===== config.mk =====
export PLATFORM = sky130hd
export DESIGN_NAME = heading_pursuit_step_top
export DESIGN_NICKNAME = d
export VERILOG_FILES = /design/src/hdl/hps_pkg.sv /design/src/hdl/heading_pursuit_step_top.sv
export VERILOG_INCLUDE_DIRS = /design/src /design/src/hdl
export SDC_FILE = /design/constraint.sdc
export NUM_CORES = 2
export LEC_CHECK = 0
export BUFFER_PORTS_ARGS = -buffer_cell sky130_fd_sc_hd__clkbuf_2
export CAP_MARGIN = 25
export CORE_ASPECT_RATIO = 0.6
export CORE_UTILIZATION = 60
export CTS_BUF_LIST = sky130_fd_sc_hd__clkbuf_16
export CTS_CLUSTER_SIZE = 16
export DETAILED_ROUTE_END_ITERATION = 12
export GPL_TIMING_DRIVEN = 0
export PLACE_DENSITY_LB_ADDON = 0.08
export SKIP_LAST_GASP = 1
export SYNTH_ARGS = -nofsm -noshare
export SYNTH_HDL_FRONTEND = slang
export SYNTH_SLANG_ARGS = --single-unit

===== constraint.sdc =====
create_clock -name clk_i -period 16.6 [get_ports clk_i]
set_input_delay 1.66 -clock clk_i [delete_from_list [all_inputs] [get_ports clk_i]]
set_output_delay 1.66 -clock clk_i [all_outputs]
set_load 0.005 [all_outputs]

===== src/hdl/assert_macros.svh =====
// Assertion macros included by heading_pursuit_step_top.
// Assumes signals clk_i and rst_ni in the including module.
`ifndef ASSERT_MACROS_SVH
`define ASSERT_MACROS_SVH

// property checked on every rising clock edge, off while in reset
`define ASSERT_CLK(label, prop) \
  label: assert property (@(posedge clk_i) disable iff (!rst_ni) (prop)) \
    else $error("assertion failed");

// property checked on every rising clock edge, reset included
`define ASSERT_ALWAYS(label, prop) \
  label: assert property (@(posedge clk_i) (prop)) \
    else $error("assertion failed");

`endif


===== src/hdl/hps_pkg.sv =====
// Types and constants for the heading pursuit step block.
// No dependencies.
`default_nettype none
package hps_pkg;

  localparam int CntW = 5;

  localparam logic signed [17:0] FullTurn = 18'sd23040;
  localparam logic signed [17:0] HalfTurn = 18'sd11520;
  localparam logic signed [24:0] QuarterQ = 25'sd1474560;

  localparam logic [14:0] TurnRateRst  = 15'd5760;
  localparam logic [15:0] MoveSpeedRst = 16'd320;
  localparam logic signed [15:0] PosXRst = 16'sd6400;
  localparam logic signed [15:0] PosYRst = 16'sd4800;

  localparam logic RegTurnRate  = 1'b0;
  localparam logic RegMoveSpeed = 1'b1;

  typedef enum logic [3:0] {
    S_IDLE,
    S_SQX,
    S_SQY,
    S_TURN,
    S_STEP,
    S_CORDIC,
    S_HEAD,
    S_SQRT,
    S_MUL,
    S_LOAD,
    S_DIV,
    S_APPLY,
    S_DONE
  } hps_state_e;

  // atan(2^-i) in 2^-14 degree
  function automatic logic [19:0] hps_atan(input logic [CntW-1:0] idx);
    logic [19:0] r;
    case (idx)
      5'd0:    r = 20'd737280;
      5'd1:    r = 20'd435242;
      5'd2:    r = 20'd229970;
      5'd3:    r = 20'd116736;
      5'd4:    r = 20'd58595;
      5'd5:    r = 20'd29326;
      5'd6:    r = 20'd14667;
      5'd7:    r = 20'd7334;
      5'd8:    r = 20'd3667;
      5'd9:    r = 20'd1833;
      5'd10:   r = 20'd917;
      5'd11:   r = 20'd458;
      5'd12:   r = 20'd229;
      5'd13:   r = 20'd115;
      5'd14:   r = 20'd57;
      5'd15:   r = 20'd29;
      5'd16:   r = 20'd14;
      5'd17:   r = 20'd7;
      5'd18:   r = 20'd4;
      5'd19:   r = 20'd2;
      5'd20:   r = 20'd1;
      default: r = 20'd0;
    endcase
    return r;
  endfunction

endpackage
`default_nettype wire


===== src/hdl/heading_pursuit_step_top.sv =====
// Heading pursuit step: CORDIC bearing, rate-limited turn, step toward target.
// Depends on hps_pkg and assert_macros.svh.
//
//  channel | signals                                   | direction
//  in      | in_valid_i/in_ready_o, target_x/y, delta  | input items
//  out     | out_valid_o/out_ready_i, heading/pos_x/y  | result items
//  cfg     | psel penable pwrite paddr pwdata prdata   | APB registers
//
// One item walks the states in order, with a multiply, divide and apply
// pass per axis when the target is off the position: one shared 32x16
// multiplier, a bit-serial square root and divider, one step per cycle.
// in_ready_o is high only when idle; a result waits in the output register
// while the next item is taken, and a finished item holds the sequencer
// until that register frees. No clearing pass after reset.
`default_nettype none
`include "assert_macros.svh"
module heading_pursuit_step_top
  import hps_pkg::*;
#(
  parameter int CORDIC_STEPS = 16
) (
  input  wire logic               clk_i,
  input  wire logic               rst_ni,
  input  wire logic               in_valid_i,
  output      logic               in_ready_o,
  input  wire logic signed [15:0] target_x_i,
  input  wire logic signed [15:0] target_y_i,
  input  wire logic        [15:0] delta_time_i,
  output      logic               out_valid_o,
  input  wire logic               out_ready_i,
  output      logic signed [15:0] heading_out_o,
  output      logic signed [15:0] pos_x_out_o,
  output      logic signed [15:0] pos_y_out_o,
  input  wire logic               psel,
  input  wire logic               penable,
  input  wire logic               pwrite,
  input  wire logic        [2:0]  paddr,
  input  wire logic        [31:0] pwdata,
  output      logic        [31:0] prdata,
  output      logic               pready
);

  hps_state_e state_q, state_d;

  logic [14:0] turn_rate_q;
  logic [15:0] move_speed_q;
  logic signed [15:0] pos_x_q, pos_y_q, heading_q;
  logic out_valid_q;
  logic signed [15:0] head_out_q, px_out_q, py_out_q;

  logic signed [16:0] dx_q, dy_q;
  logic [15:0] dt_q;
  logic [33:0] sq_q;
  logic [14:0] limit_q;
  logic [31:0] step_q;
  logic signed [25:0] cx_q, cy_q;
  logic signed [24:0] cz_q;
  logic [CntW-1:0] cnt_q;
  logic [48:0] v_q, res_q, bit_q;
  logic [47:0] prod_q;
  logic [32:0] rem_q;
  logic [16:0] nq_q;
  logic ax_q;

  // shared multiplier
  logic [31:0] mul_a;
  logic [15:0] mul_b;
  logic [47:0] prod;
  logic [15:0] absdx, absdy;
  logic signed [16:0] negdx, negdy;
  logic last, nz, do_out;

  assign negdx = -dx_q;
  assign negdy = -dy_q;
  assign absdx = dx_q[16] ? negdx[15:0] : dx_q[15:0];
  assign absdy = dy_q[16] ? negdy[15:0] : dy_q[15:0];
  assign nz    = (dx_q != 17'sd0) || (dy_q != 17'sd0);

  always_comb begin
    mul_a = {16'b0, absdx};
    mul_b = absdx;
    case (state_q)
      S_SQY: begin
        mul_a = {16'b0, absdy};
        mul_b = absdy;
      end
      S_TURN: begin
        mul_a = {17'b0, turn_rate_q};
        mul_b = dt_q;
      end
      S_STEP: begin
        mul_a = {16'b0, move_speed_q};
        mul_b = dt_q;
      end
      S_MUL: begin
        mul_a = step_q;
        mul_b = ax_q ? absdy : absdx;
      end
      default: ;
    endcase
  end
  assign prod = mul_a * mul_b;

  // cordic step
  logic signed [25:0] xs, ys;
  logic signed [24:0] atan_s;
  assign xs = cx_q >>> cnt_q;
  assign ys = cy_q >>> cnt_q;
  assign atan_s = 25'(signed'({1'b0, hps_atan(cnt_q)}));

  // cordic pre-rotation
  logic signed [25:0] x0, y0;
  assign x0 = {{3{dx_q[16]}}, dx_q, 6'b0};
  assign y0 = {{3{dy_q[16]}}, dy_q, 6'b0};

  // heading update
  logic signed [24:0] zr;
  logic signed [17:0] brg, err0, err1, err2, lim, h0, h1;
  always_comb begin
    zr = (cz_q + 25'sd128) >>> 8;
    if (zr > 25'(HalfTurn)) begin
      brg = HalfTurn;
    end else if (zr < -25'(HalfTurn)) begin
      brg = -HalfTurn;
    end else begin
      brg = zr[17:0];
    end
    if (!nz) begin
      brg = 18'sd0;
    end
    err0 = brg - 18'(heading_q);
    err1 = (err0 < -HalfTurn) ? err0 + FullTurn : err0;
    err2 = (err1 > HalfTurn) ? err1 - FullTurn : err1;
    lim  = signed'({3'b0, limit_q});
    if (err2 > 18'sd0) begin
      if (err2 > lim) begin
        err2 = lim;
      end
    end else begin
      if (err2 < -lim) begin
        err2 = -lim;
      end
    end
    h0 = 18'(heading_q) + err2;
    h1 = (h0 > FullTurn) ? h0 - FullTurn : h0;
    if (h1 < -FullTurn) begin
      h1 = h1 + FullTurn;
    end
  end

  // square root step
  logic [49:0] sq_t;
  logic sq_ge;
  assign sq_t  = {1'b0, res_q} + {1'b0, bit_q};
  assign sq_ge = {1'b0, v_q} >= sq_t;

  // division step
  logic [32:0] den;
  logic [33:0] dr, dsub;
  logic dge;
  logic [48:0] num;
  assign den  = {res_q[24:0], 8'b0};
  assign dr   = {rem_q, nq_q[16]};
  assign dge  = dr >= {1'b0, den};
  assign dsub = dr - {1'b0, den};
  assign num  = {1'b0, prod_q} + {17'b0, res_q[24:0], 7'b0};

  // position update
  logic signed [18:0] pcur, pmov, psum;
  logic signed [15:0] psat;
  always_comb begin
    pcur = 19'(ax_q ? pos_y_q : pos_x_q);
    pmov = signed'({2'b0, nq_q});
    if (ax_q ? dy_q[16] : dx_q[16]) begin
      pmov = -pmov;
    end
    psum = pcur + pmov;
    if (psum > 19'sd32767) begin
      psat = 16'sh7fff;
    end else if (psum < -19'sd32768) begin
      psat = 16'sh8000;
    end else begin
      psat = psum[15:0];
    end
  end

  // sequencer
  always_comb begin
    state_d = state_q;
    last    = 1'b0;
    do_out  = 1'b0;
    case (state_q)
      S_IDLE:   if (in_valid_i) state_d = S_SQX;
      S_SQX:    state_d = S_SQY;
      S_SQY:    state_d = S_TURN;
      S_TURN:   state_d = S_STEP;
      S_STEP:   state_d = S_CORDIC;
      S_CORDIC: begin
        last = cnt_q == CntW'(CORDIC_STEPS - 1);
        if (last) state_d = S_HEAD;
      end
      S_HEAD:   state_d = S_SQRT;
      S_SQRT: begin
        last = cnt_q == 5'd24;
        if (last) state_d = nz ? S_MUL : S_DONE;
      end
      S_MUL:    state_d = S_LOAD;
      S_LOAD:   state_d = S_DIV;
      S_DIV: begin
        last = cnt_q == 5'd16;
        if (last) state_d = S_APPLY;
      end
      S_APPLY:  state_d = ax_q ? S_DONE : S_MUL;
      S_DONE: begin
        do_out = !out_valid_q || out_ready_i;
        if (do_out) state_d = S_IDLE;
      end
      default:  state_d = S_IDLE;
    endcase
  end

  assign in_ready_o    = state_q == S_IDLE;
  assign out_valid_o   = out_valid_q;
  assign heading_out_o = head_out_q;
  assign pos_x_out_o   = px_out_q;
  assign pos_y_out_o   = py_out_q;
  assign pready        = 1'b1;
  assign prdata        = paddr[2] ? {16'b0, move_speed_q} : {17'b0, turn_rate_q};

  // control and state registers
  always_ff @(posedge clk_i or negedge rst_ni) begin
    if (!rst_ni) begin
      state_q      <= S_IDLE;
      out_valid_q  <= 1'b0;
      turn_rate_q  <= TurnRateRst;
      move_speed_q <= MoveSpeedRst;
      pos_x_q      <= PosXRst;
      pos_y_q      <= PosYRst;
      heading_q    <= '0;
      cnt_q        <= '0;
      ax_q         <= 1'b0;
    end else begin
      state_q <= state_d;
      if (psel && penable && pwrite) begin
        if (paddr[2] == RegTurnRate) begin
          turn_rate_q <= pwdata[14:0];
        end else begin
          move_speed_q <= pwdata[15:0];
        end
      end
      if (state_q == S_CORDIC || state_q == S_SQRT || state_q == S_DIV) begin
        cnt_q <= last ? '0 : cnt_q + 1'b1;
      end
      if (state_q == S_IDLE) begin
        ax_q <= 1'b0;
      end
      if (state_q == S_HEAD) begin
        heading_q <= h1[15:0];
      end
      if (state_q == S_APPLY) begin
        ax_q <= 1'b1;
        if (ax_q) begin
          pos_y_q <= psat;
        end else begin
          pos_x_q <= psat;
        end
      end
      if (do_out) begin
        out_valid_q <= 1'b1;
      end else if (out_ready_i) begin
        out_valid_q <= 1'b0;
      end
    end
  end

  // datapath registers
  always_ff @(posedge clk_i) begin
    case (state_q)
      S_IDLE: begin
        dx_q <= 17'(target_x_i) - 17'(pos_x_q);
        dy_q <= 17'(target_y_i) - 17'(pos_y_q);
        dt_q <= delta_time_i;
      end
      S_SQX: begin
        sq_q <= 34'(prod);
        cx_q <= x0;
        cy_q <= y0;
        cz_q <= '0;
        if (x0 < 0) begin
          if (y0 >= 0) begin
            cx_q <= y0;
            cy_q <= -x0;
            cz_q <= QuarterQ;
          end else begin
            cx_q <= -y0;
            cy_q <= x0;
            cz_q <= -QuarterQ;
          end
        end
      end
      S_SQY:  sq_q <= sq_q + 34'(prod);
      S_TURN: limit_q <= prod[30:16];
      S_STEP: step_q <= prod[31:0];
      S_CORDIC: begin
        if (cy_q >= 0) begin
          cx_q <= cx_q + ys;
          cy_q <= cy_q - xs;
          cz_q <= cz_q + atan_s;
        end else begin
          cx_q <= cx_q - ys;
          cy_q <= cy_q + xs;
          cz_q <= cz_q - atan_s;
        end
      end
      S_HEAD: begin
        v_q   <= {sq_q[32:0], 16'b0};
        res_q <= '0;
        bit_q <= 49'd1 << 48;
      end
      S_SQRT: begin
        if (sq_ge) begin
          v_q   <= v_q - sq_t[48:0];
          res_q <= (res_q >> 1) + bit_q;
        end else begin
          res_q <= res_q >> 1;
        end
        bit_q <= bit_q >> 2;
      end
      S_MUL: prod_q <= prod;
      S_LOAD: begin
        rem_q <= {1'b0, num[48:17]};
        nq_q  <= num[16:0];
      end
      S_DIV: begin
        rem_q <= dge ? dsub[32:0] : dr[32:0];
        nq_q  <= {nq_q[15:0], dge};
      end
      default: ;
    endcase
    if (do_out) begin
      head_out_q <= heading_q;
      px_out_q   <= pos_x_q;
      py_out_q   <= pos_y_q;
    end
  end

  `ASSERT_CLK(a_busy_after_accept, (in_valid_i && in_ready_o) |=> !in_ready_o)
  `ASSERT_CLK(a_rem_below_den, (state_q == S_DIV) |-> (rem_q < den))
  `ASSERT_CLK(a_heading_range, (heading_q <= 16'sd23040) && (heading_q >= -16'sd23040))

endmodule
`default_nettype wire


==> flow_metrics.py <==
metrics = {
    "die": {
        "dieArea_mm2": 0.1069,
        "rows": 91,
        "ios": 173,
        "die_x_um": 421.4,
        "die_h_um": 253.6,
        "core_mm2": 0.1036,
        "initial_core_util_pct": 61.12,
    },
    "clock_network": {
        "htree_levels": 2,
        "clkLatencyLatePin_ps": 720,
        "numCtsBuffers": 61,
        "clock_sinks": 566,
        "cts_tree": "done",
        "clockBufferDepth": 3,
        "cts_hold_buffers": 0,
        "root_buffer": "clkbuf_16",
        "clk_pin_slew_ps": 70,
    },
    "placement": {
        "place.gp.congestion": 1.166,
        "pre_cts_slack_ps": 458.1,
        "dpl_cell_area_mm2": 0.06652,
        "dp_hpwl_mm": 180.4,
        "port_buffers": 136,
    },
    "run_status": {
        "status": "finished, final reports clean",
    },
    "timing": {
        "hold_viol": 0,
        "final.min_clock_period_ps": 15690,
        "setup_viol": 0,
        "tightest_slew_ps": 1211,
        "fmax_mhz": 63.72,
        "finalClockSkew_ps": 49.90,
        "finalMaxSlewViolations": 0,
        "holdWs_ps": 487.8,
        "finalCritPeriodShare_pct": 94.54,
        "layout_setup_ws_ps": 906.9,
        "relSlewSlack_pct": 19.00,
    },
    "drt": {
        "vias": 56978,
        "route.detailed.drc": 0,
        "routedWlPerCell_um": 24.98,
        "drt-total-wl_mm": 222.6,
        "drt_iter0_markers": 7700,
        "firstDrtPassIters": 10,
        "viasPerCell": 6.394,
        "ant_nets": 0,
    },
    "setup_path": {
        "arrival_ps": 16260,
        "worstPathRequired_ps": 17170,
        "crit_path_end_kind": "flop",
        "reg2regPathDepth": 70,
        "path_class": "flop to flop",
        "max_stage_delay_ps": 490,
        "crit_top_cell": "ha_1",
        "r2r_start": "dx_q[1]$_DFFE_PP_",
        "r2r-end": "heading_q[13]$_DFFE_PN0P_",
        "critPathLaunchType": "flop",
        "path_max_fanout": 10,
        "critical_path.startpoint": "dx_q[1]$_DFFE_PP_",
        "r2r_setup_slack_ps": 910,
        "slowest_stage": "edfxtp_1",
    },
    "finish": {
        "ff_latch_area_mm2": 0.01656,
        "fill_cells": 8683,
        "nets": 8488,
        "drive_gt1_share_pct": 7.698,
        "final_common_cell": "nand2_1",
        "layout_common_cells": "nand2_1, inv_1, nor2_1",
        "multiInputGateArea_mm2": 0.04318,
        "design_area_mm2": 0.06875,
        "area_growth_pct": 8.561,
    },
    "logic_synthesis": {
        "synth_edf_count": 476,
        "synthFlopType": "edfxtp_1",
        "ys.warnings.count": 0,
        "ys_async_sr_fraction_pct": 15.90,
        "synth_cell_types": 102,
        "syn_inst": 7186,
        "synth_area_per_cell_um2": 8.812,
        "ys_seq_elements": 566,
        "syn-cell-area_mm2": 0.06333,
        "yosysSeqAreaShare_pct": 26.15,
    },
    "grt": {
        "grt_pass1_vias": 52954,
        "gr-total-overflow": 0,
        "grt_use_total_pct": 41.07,
        "antenna_found_initial": 9,
        "grt_pass1_wl_mm": 330.8,
        "grt_start_max_net_pins": 91,
    },
    "min_path": {
        "hold_class": "flop to flop",
        "min_path_cells": 0,
        "min_from": "pos_x_q[13]$_DFFE_PN0P_",
        "hold_end": "pos_x_out_o[13]$_DFFE_PP_",
    },
    "job": {
        "maxCapViolations": 0,
    },
}
-- state kept, by name, summed over array words and instances (netlist names), 17 cells and up --
| signal | flops |
|---|---|
| cy_q | 26 |
| dy_q | 17 |
| step_q | 32 |
| bit_q | 25 |
| res_q | 49 |
| v_q | 49 |
| sq_q | 33 |
| nq_q | 17 |
| prod_q | 48 |
| cz_q | 25 |
| dx_q | 17 |
| rem_q | 33 |
| cx_q | 26 |
-- worst max-delay path by stage --
stage / to / slack [ps] / cells past startpoint
floorplan: heading_q[13]$_DFFE_PN0P_ / 2740 / 68
global placement: heading_q[13]$_DFFE_PN0P_ / -1060 / 68
detailed placement: heading_q[13]$_DFFE_PN0P_ / 460 / 69
CTS: heading_q[13]$_DFFE_PN0P_ / 340 / 69
global route: heading_q[13]$_DFFE_PN0P_ / -7 / 67
finish: heading_q[13]$_DFFE_PN0P_ / 910 / 70
-- cell families after synthesis --
logic type	share of synthesized area (%)
buffers and inverters	6.149
adders and majority gates	23.73
AOI/OAI and AO/OA	16.10
DFF	26.15
and+or+nand+nor	17.01
xor gates and xnor gates	7.336
other	0.01186
muxes	3.507
-- synth_stat cells, drive strengths merged, types with 11 or more instances --
| cell | instances | share of area, % |
|---|---|---|
| nand2 | 979 | 5.8 |
| inv | 705 | 4.2 |
| nor2 | 572 | 3.4 |
| ha | 513 | 10 |
| o21ai | 484 | 3.8 |
| edfxtp | 476 | 23 |
| fa | 430 | 14 |
| a21oi | 342 | 2.7 |
| xnor2 | 315 | 4.4 |
| clkbuf | 240 | 1.4 |
| xor2 | 212 | 2.9 |
| nor3 | 131 | 1.0 |
| a21o | 116 | 1.4 |
| nor2b | 111 | 1.1 |
| nand3 | 105 | 0.83 |
| and2 | 96 | 0.95 |
| a211oi | 83 | 0.99 |
| nand2b | 79 | 0.78 |
| dfrtp | 77 | 3.0 |
| mux2 | 76 | 1.4 |
| a31oi | 74 | 0.73 |
| o21bai | 70 | 0.83 |
| and3 | 66 | 0.65 |
| buf | 66 | 0.54 |
| or3 | 66 | 0.65 |
| mux2i | 65 | 1.1 |
| o21a | 65 | 0.78 |
| nand4 | 54 | 0.53 |
| o31ai | 54 | 0.65 |
| o211ai | 53 | 0.63 |
| or2 | 37 | 0.37 |
| a31o | 31 | 0.43 |
| mux4 | 31 | 1.1 |
| a21boi | 26 | 0.31 |
| nor4 | 22 | 0.22 |
| o22ai | 18 | 0.18 |
| a211o | 17 | 0.24 |
| o41ai | 14 | 0.19 |
| dfstp | 13 | 0.54 |
| a311oi | 11 | 0.16 |
| and4 | 11 | 0.15 |
| nor3b | 11 | 0.13 |
-- what timing repair did --
item,in CTS,in global routing
gates resized for setup,0,20
endpoints found under the setup margin,0,7
hold endpoints to repair,0,0
buffers inserted,0,3
-- per-stage QoR --
stage          std cells  setup TNS, ps  utilization [%]
2_1_floorplan       7201              0                -
3_3_place_gp        8732          -3909            63.51
3_5_place_dp        8776              0            64.20
4_1_cts             8892              0            66.12
5_1_grt             8903         -7.493            66.33
6_report            8911              0            66.35
-- layout make-up --
cell class / instances / area share, %
clock inverter: 54 / 0.6388
sequential: 566 / 24.09
clock buffer: 62 / 2.257
tap: 1395 / 2.539
timing repair buffer: 192 / 1.971
buffer: 305 / 1.809
inverter: 706 / 3.855
multi-input combinational: 5623 / 62.81
antenna: 8 / 0.02912
-- layer usage --
metal  vias to the layer above  routed length (um)  global-route usage, %
met4                        18                9527                  14.35
li1                      25450                   -                      -
met3                       577               33900                  15.96
met1                     27234               92640                  58.65
met2                      3699               86350                  55.98
met5                         -                 226                  1.126
-- critical path: cells and delay by family (launching register included) --
family	cells	cell delay, ps
flops	1	490
mux	2	530
simple gates	24	4880
compound gates	23	5430
fa+ha+maj	9	2440
buf+inv	9	1030
xor+xnor	3	720
Power is left out: the tool's default activity adds up to more than one toggle a clock period on the data nets, which glitch-free logic cannot reach.
